**src/rtl/core/bia_pkg.sv**
```systemverilog
// bia_pkg: shared types and constants of the bitmap identifier allocator
// used by bia_ffz and bitmap_id_allocator; no dependencies

package bia_pkg;

    localparam int ID_W   = 13;
    localparam int WORD_W = 64;
    localparam int BIT_W  = 6;

    localparam logic       OP_ALLOCATE     = 1'b0;
    localparam logic       OP_RELEASE      = 1'b1;
    localparam logic [1:0] ST_OK           = 2'd0;
    localparam logic [1:0] ST_EXHAUSTED    = 2'd1;
    localparam logic [1:0] ST_OUT_OF_RANGE = 2'd2;

    typedef struct packed {
        logic            op;
        logic [ID_W-1:0] release_id;
    } t_req;

    typedef struct packed {
        logic [ID_W-1:0] granted_id;
        logic [1:0]      status;
    } t_rsp;

endpackage

```
**src/rtl/core/bia_ffz.sv**
```systemverilog
// bia_ffz: lowest clear bit of one map word, byte search then bit search
// depends on bia_pkg for the word and position widths

module bia_ffz
    import bia_pkg::*;
(
    input  logic [WORD_W-1:0] i_word,
    output logic [BIT_W-1:0]  o_pos
);

    localparam int BYTES = WORD_W / 8;

    logic [BYTES-1:0] byte_free;
    logic [2:0]       byte_sel;
    logic [7:0]       byte_val;
    logic [2:0]       bit_sel;

    always_comb begin
        for (int b = 0; b < BYTES; b++) begin
            byte_free[b] = ~&i_word[b*8 +: 8];
        end
        byte_sel = '0;
        for (int b = BYTES - 1; b >= 0; b--) begin
            if (byte_free[b]) begin
                byte_sel = 3'(b);
            end
        end
        byte_val = i_word[{byte_sel, 3'b000} +: 8];
        bit_sel  = '0;
        for (int k = 7; k >= 0; k--) begin
            if (!byte_val[k]) begin
                bit_sel = 3'(k);
            end
        end
        o_pos = {byte_sel, bit_sel};
    end

endmodule

```
**config.mk**
```make
export PLATFORM = sky130hd
export DESIGN_NAME = bia_ffz
export DESIGN_NICKNAME = d
export VERILOG_FILES = /design/src/rtl/core/bia_pkg.sv /design/src/rtl/core/bia_ffz.sv
export SDC_FILE = /design/constraint.sdc
export NUM_CORES = 1
export LEC_CHECK = 0
export BUFFER_PORTS_ARGS = -buffer_cell sky130_fd_sc_hd__buf_2
export CORE_MARGIN = 2
export CORE_UTILIZATION = 39
export DETAILED_ROUTE_END_ITERATION = 12
export MAX_ROUTING_LAYER = met4
export PLACE_DENSITY = 0.88
export REMOVE_ABC_BUFFERS = 1
export SETUP_SLACK_MARGIN = 0.15
export SLEW_MARGIN = 25
export SYNTH_ARGS = -nofsm -noshare
export SYNTH_HDL_FRONTEND = slang
export SYNTH_SLANG_ARGS = --single-unit
```
**constraint.sdc**
```tcl
create_clock -name vclk -period 3.68
set_input_delay 0.184 -clock vclk [all_inputs]
set_output_delay 0.184 -clock vclk [all_outputs]
set_load 0.02 [all_outputs]
```
==> impl_metrics.json <==
{
  "cp-end-kind": "primary output",
  "slew_viol_final": 0,
  "die_x_um": 47.4,
  "path_max_fanout": 11,
  "drive_gt1_share_pct": 47.4,
  "worstHoldStart": "i_word[1]",
  "area_delta_synth_final_pct": 51.3,
  "cpMostUsedCell": "buf_2",
  "fillers": 176,
  "critPathLaunch": "i_word[23]",
  "grt_remaining_overflow": 0,
  "routed_via_density": 6.26,
  "max_slew_margin_pct": 62.3,
  "grt_pass1_vias": 1122,
  "synthTopCellsByArea": "nand4_1 14%, o21ai_0 8.9%, mux2i_1 6.8%",
  "worstPathArrival_ps": 3110,
  "preCtsSetupSlack_ps": 415,
  "cp-start-kind": "input pin",
  "crit_path_top_delay_cell": "or4_1",
  "start_util_pct": 42.1,
  "finalCritPeriodShare_pct": 89.6,
  "fmax_mhz": 303,
  "multiInputGateArea_um2": 707,
  "yosysMostFrequentCell": "nand4_1",
  "rows": 15,
  "cp.required_ps": 3500,
  "setup_slack_ps": 381,
  "fin_setup_tns_ps": 0,
  "num-nets-final": 239,
  "fp.dieH_um": 47.4,
  "antenna_found_initial": 0,
  "ant_nets": 0,
  "dieArea_um2": 2250,
  "dp_hpwl_um": 2780,
  "clockBufferCount": 0,
  "crit_chain": "buf_2, nand4_1, or4_1, a311o_1, mux4_2, mux2_4, or3b_1, a211o_1, nand2_1, buf_2",
  "nFlopsAndLatches": 0,
  "max_slew.worst_pin.slew_ps": 565,
  "max_stage_delay_ps": 580,
  "synth_area_per_cell_um2": 6.93,
  "drt-total-wl_um": 3210,
  "via_count": 1240,
  "critPathKind": "input pin to primary output",
  "numPortBuffers": 70,
  "ys_seq_area_share_pct": 0,
  "netlist.area_leader.share_pct": 13.6,
  "cts_setup_buffers": 0,
  "place_congestion": 0.882,
  "peakVddDrop_mv": 0.0355,
  "synthDistinctLibCells": 41,
  "synthCells": 106,
  "outcome": "complete, no violations",
  "drc": 0,
  "netlist_area_um2": 734,
  "ioPinCount": 70,
  "routedWlPerCell_um": 16.2,
  "fin_util_pct": 63.7,
  "grt_use_total_pct": 30.4,
  "synth_top_cell_by_area": "nand4_1",
  "grt_max_degree": 19,
  "cts.hold.buffers_added": 0,
  "drtIter0Drc": 33,
  "grt_pass1_wl_um": 4780,
  "layout_min_cycle_time_ps": 3300,
  "hp-class": "input pin to primary output",
  "power.density_nw_per_um2": 71.2,
  "coreArea_um2": 1750,
  "drt-pass1-iter-count": 4,
  "seq_area_um2": 0,
  "cts_resized": 0,
  "diodes": 0,
  "drv_cap": 0,
  "yosysWarningCount": 0,
  "yosys-top-cells-count": "16 x nand4_1, 13 x o21ai_0, 8 x nand2_1, 8 x nor2_1, 5 x mux2i_1",
  "final_hold_viol_count": 0,
  "setup_viol": 0,
  "rsz0062_at_grt": "no",
  "leakage_nw": 0.503
}
==> final cells by class <==
class,instances,area share (%)
Multi-Input combinational cell,99,63.6
Timing Repair Buffer,72,32.9
Tap cell,25,2.82
Inverter,2,0.676
==> per-stage QoR <==
step	area (µm²)	hold WS [ps]	power, W	cells
after global routing	1110	886	0.0000855	198
after floorplan	714	654	0.0000265	101
final	1110	866	0.0000791	198
after detailed placement	1110	860	0.0000772	198
after CTS	1110	862	0.0000776	198
after global placement	1110	843	0.0000745	198
==> layer usage <==
metal | routed length [µm] | GRT usage (%) | vias to the layer above
li1 | - | - | 584
met1 | 1260 | 37.0 | 576
met2 | 1680 | 52.4 | 70
met3 | 197 | 3.46 | 10
met4 | 68 | 7.78 | 0
met5 | 0 | - | -
==> cell usage in the layout (no fill, tap or decap), drive strengths merged, types with 3 or more instances in the layout <==
cell type | Yosys | final
mux2i | 5 | 5
nor4 | 3 | 3
or2 | 3 | 3
nand4 | 16 | 16
mux2 | 3 | 3
mux4 | 3 | 3
nand2 | 8 | 8
buf | 1 | 72
a22oi | 3 | 3
o21ai | 13 | 13
nor2 | 8 | 8
==> final timing paths <==
check | endpoint | slack [ps] | depth (start not counted)
setup / recovery | o_pos[0] | 380 | 10
hold / removal | o_pos[0] | 870 | 5
==> where the power goes <==
group | leakage, nW | switching, W | internal, W
clock network | 0 | 0 | 0
logic | 0.503 | 0.0000388 | 0.0000403
registers | 0 | 0 | 0
==> critical path, delay by kind of cell <==
family                 cells  cell delay (ps)
and+or+nand+nor            4             1130
AOI/OAI and AO/OA          2              800
muxes                      2              750
buffers and inverters      2              240
==> cell families (layout without fill, tap and decap cells) <==
family,after synthesis,count (layout),synth area share (%)
simple gates,51,51,39.5
buf+inv,7,74,3.75
mux,11,11,21.6
compound gates,37,37,35.1
(Power assumes the default switching activity.)
