### src/rtl/core/bia_ram.sv
// bia_ram: generic single-port ram with registered read
// no package dependency

module bia_ram #(
    parameter int WIDTH = 64,
    parameter int DEPTH = 74
) (
    input  logic                     i_clk,
    input  logic [$clog2(DEPTH > 1 ? DEPTH : 2)-1:0] i_addr,
    input  logic                     i_we,
    input  logic [WIDTH-1:0]         i_wdata,
    output logic [WIDTH-1:0]         o_rdata
);

    logic [WIDTH-1:0] r_mem [DEPTH];
    logic [WIDTH-1:0] r_rdata;

    always_ff @(posedge i_clk) begin
        if (i_we) begin
            r_mem[i_addr] <= i_wdata;
        end
        r_rdata <= r_mem[i_addr];
    end

    assign o_rdata = r_rdata;

endmodule

### config.mk
export PLATFORM = sky130hd
export DESIGN_NAME = bia_ram
export DESIGN_NICKNAME = d
export VERILOG_FILES = /design/src/rtl/core/bia_ram.sv
export SDC_FILE = /design/constraint.sdc
export NUM_CORES = 2
export LEC_CHECK = 0
export ABC_CLOCK_PERIOD_IN_PS = 10900
export BUFFER_PORTS_ARGS = -buffer_cell sky130_fd_sc_hd__clkbuf_2
export CORE_ASPECT_RATIO = 1.25
export CORE_MARGIN = 2
export CORE_UTILIZATION = 30
export CTS_CLUSTER_DIAMETER = 40
export DETAILED_ROUTE_END_ITERATION = 12
export GPL_ROUTABILITY_DRIVEN = 0
export HOLD_SLACK_MARGIN = 0.02
export PLACE_DENSITY_LB_ADDON = 0.08
export SYNTH_ARGS = -nofsm -noshare
export SYNTH_HDL_FRONTEND = slang
export SYNTH_MEMORY_MAX_BITS = 65536
export SYNTH_SLANG_ARGS = --single-unit
export TNS_END_PERCENT = 30
### constraint.sdc
create_clock -name i_clk -period 10.9 [get_ports i_clk]
set_input_delay 2.18 -clock i_clk [delete_from_list [all_inputs] [get_ports i_clk]]
set_output_delay 2.18 -clock i_clk [all_outputs]
set_load 0.1 [all_outputs]
==> qor.yml <==
worst_setup_path:
  path_buf_inv: 4
  start_kind: "input pin"
  path_cells: "buf_8 > buf_12 > buf_12 > buf_4 > mux2_2 > a221oi_1 > nor2_1 > a2111oi_0 > o221ai_1"
  path_common_cell: "buf_12"
  required_ns: 11.81
  cp_top_family: "buffers and inverters"
  arrival_ns: 6.93
  cpMaxStageDelayCell: "a2111oi_0"
  max_stage_delay_ns: 1.00
  cp-end-kind: "flip-flop"
  path_class: "input pin to flip-flop"
  cp_max_fo: 103
cts:
  post-cts-setup-buffers: 0
  clkSinkCount: 4800
  cts_tree: "done"
  cts_htree_levels: 6
  cts_resized: 0
  clk_pin_slew_ns: 0.06
  cts_root_buf: "clkbuf_16"
  clock_path_buffers: 4
  hold_buffers: 0
  cts_made_buffers: 625
  clk_latency_ns: 1.13
timing:
  setup_slack_ns: 4.88
  slew_violations: 0
  tightest_slew_ns: 1.35
  rsz0062_at_grt: "no"
  max_freq_mhz: 166
  finalCriticalPeriod_ns: 6.02
  slew_headroom: 0.101
  setup-tns-final_ns: 0
  period_share: 0.553
  hold_ws_ns: 0.591
  setup_viol: 0
  hold_viol: 0
  clock_skew_ns: 0.0583
power:
  finalPower_mw: 44.4
  seqPwrFrac: 0.462
  power_frac_comb: 0.057
  switching_power_mw: 10.4
  power.leakage_nw: 68.7
  p_sw_frac: 0.234
  p_per_area_nw_per_um2: 205
  vdd.ir_drop.worst_mv: 0.190
  clockPowerShare: 0.482
  intPower_mw: 34.0
floorplanning:
  die_y_um: 876
  die_w_um: 701
  num_io_pins: 137
  initial_utilization: 0.301
  core_area_um2: 607000
  rows: 320
  die_area_um2: 614000
routing:
  drt_iter0_drc: 11800
  num_vias: 103000
  wire_per_inst_um: 40.5
  viasPerCell: 5.53
  wirelength_um: 756000
  remaining_drc_errors: 0
  ant_nets: 0
  dr.pass1.iters: 8
grt:
  grt_pass1_wl_um: 996000
  antenna_found_initial: 75
  grt_pass1_vias: 104000
  grt_use_total: 0.240
  grt_overflow: 0
  grt_max_degree: 104
place:
  dp_hpwl_um: 418000
  port_buffers: 136
  dp_slack_ns: 3.76
  place_inst: 17500
logic_synthesis:
  synthDistinctLibCells: 81
  synthArstFlopShare: 0
  ys_ff_latch: 4800
  synthCells: 9512
  yosysSeqAreaShare: 0.787
  syn_area_um2: 182000
  synthFlopType: "edfxtp_1"
  yosys_warnings: 0
  syn-num-nets: 9585
  avgSynthCellArea_um2: 19.2
  synth-edff-count: 4736
cells_and_area:
  syn_to_final_growth_pct: 18.5
  final_nets: 10200
  layout.cells.non_filler: 18700
  layout-drive-gt1-share: 0.214
hold_path:
  hold_path_class: "flip-flop to flip-flop"
run_status:
  status: "completed"
run:
  cap_violations: 0
## sequential cells by signal (all words and copies together) (netlist names)
signal,flops
o_rdata,64
r_mem,4736
## cells by family (layout without fill, tap and decap cells)
kind of cell	after synthesis	count (layout)	share of synthesized area
AO/OA/AOI/OAI	1993	1993	0.0812
buffers and inverters	653	1753	0.0186
flip-flops	4800	4800	0.787
multiplexers	1267	1267	0.0944
other	0	21	0
AND/OR/NAND/NOR	799	799	0.0192
## synthesized netlist by cell type (24+ instances only)
cell type	count	share of area
a221o_1	34	0.0019
a21oi_1	250	0.0069
o211ai_1	46	0.0019
buf_6	35	0.0022
nor3_1	28	0.00077
mux2_2	163	0.010
a221oi_1	479	0.023
buf_4	82	0.0034
nand2_1	239	0.0049
dfxtp_1	64	0.0070
a31oi_1	33	0.0011
a211oi_1	53	0.0022
o22ai_1	79	0.0027
a22oi_1	437	0.018
o221ai_1	103	0.0049
a22o_1	59	0.0028
edfxtp_1	4736	0.78
mux4_2	346	0.043
buf_2	249	0.0068
nor2_1	313	0.0064
buf_1	58	0.0012
o22a_1	24	0.0012
nand3_1	95	0.0026
o21ai_0	219	0.0060
clkbuf_1	214	0.0044
mux2i_1	758	0.042
nand4_1	37	0.0013
## power by group through the flow
| stage | logic [mW] | registers (mW) | clock network [mW] |
|---|---|---|---|
| global placement | 2.53 | 20.9 | 0 |
| global route | 2.61 | 20.5 | 22.4 |
| finish | 2.52 | 20.5 | 21.4 |
| floorplan | 0.981 | 21.0 | 0 |
| CTS | 2.54 | 20.5 | 21.8 |
| detailed placement | 2.54 | 20.9 | 0 |
## per-layer routing
layer / up-vias / wire, um / global-route usage
li1: 41100 / - / -
met1: 57200 / 312000 / 0.313
met2: 4069 / 382000 / 0.422
met3: 908 / 40200 / 0.0290
met4: 16 / 21100 / 0.0648
met5: - / 105 / 0
## layout make-up
cell class,instances,area [um2]
clock buffer,737,16700
antenna,21,52.6
sequential,4800,143000
multi-input combinational,4059,36400
timing repair buffer,586,4540
fill,56500,390000
tap,8050,10100
clock inverter,420,4840
inverter,10,68.8
## worst register-to-register path, stage by stage, from the launching register on
cell and delay [ns]:
edfxtp_1 0.35, mux4_2 0.47, a22oi_1 0.25, nand4_1 0.40, a21oi_1 1.14, o211ai_1 0.40
## through the flow
stage	area, um2	util
after floorplan	182000	-
after global placement	195000	0.321
after detailed placement	195000	0.321
after CTS	216000	0.356
after global routing	216000	0.356
final	216000	0.356
## final timing paths
kind,startpoint,endpoint,slack [ns],cells past startpoint
worst max register to register,r_mem[23][38]$_DFFE_PP_,o_rdata[38]$_DFF_P_,7.66,5
worst min register to register,r_mem[72][59]$_DFFE_PP_,o_rdata[59]$_DFF_P_,0.59,2
worst min-delay path,r_mem[72][59]$_DFFE_PP_,o_rdata[59]$_DFF_P_,0.59,2
worst max-delay path,i_addr[0],o_rdata[3]$_DFF_P_,4.88,9
## cell usage in the layout (no fill, tap or decap), types with 15 or more instances in the layout
master / Yosys / final
edfxtp_1: 4736 / 4736
mux2i_1: 758 / 758
clkbuf_16: 0 / 648
a221oi_1: 479 / 479
a22oi_1: 437 / 437
buf_4: 82 / 419
mux4_2: 346 / 346
a21oi_1: 250 / 250
nand2_1: 239 / 237
nor2_1: 313 / 222
o21ai_0: 219 / 218
mux2_2: 163 / 163
clkbuf_2: 0 / 116
o221ai_1: 103 / 103
nand3_1: 95 / 95
nor2_4: 0 / 82
clkinv_2: 0 / 82
bufinv_16: 0 / 82
o22ai_1: 79 / 79
clkbuf_1: 214 / 72
clkinv_1: 2 / 67
dfxtp_1: 64 / 64
clkinvlp_4: 0 / 61
a22o_1: 59 / 59
inv_6: 0 / 58
clkinv_4: 0 / 51
a211oi_1: 53 / 50
o211ai_1: 46 / 46
nand4_1: 37 / 37
a221o_1: 34 / 34
buf_12: 1 / 34
a31oi_1: 33 / 33
o22a_1: 24 / 24
nor3_1: 28 / 23
a32oi_1: 23 / 23
diode_2: 0 / 21
clkbuf_8: 0 / 17
o2bb2ai_1: 15 / 15
Power figures use the tool's default switching activity.
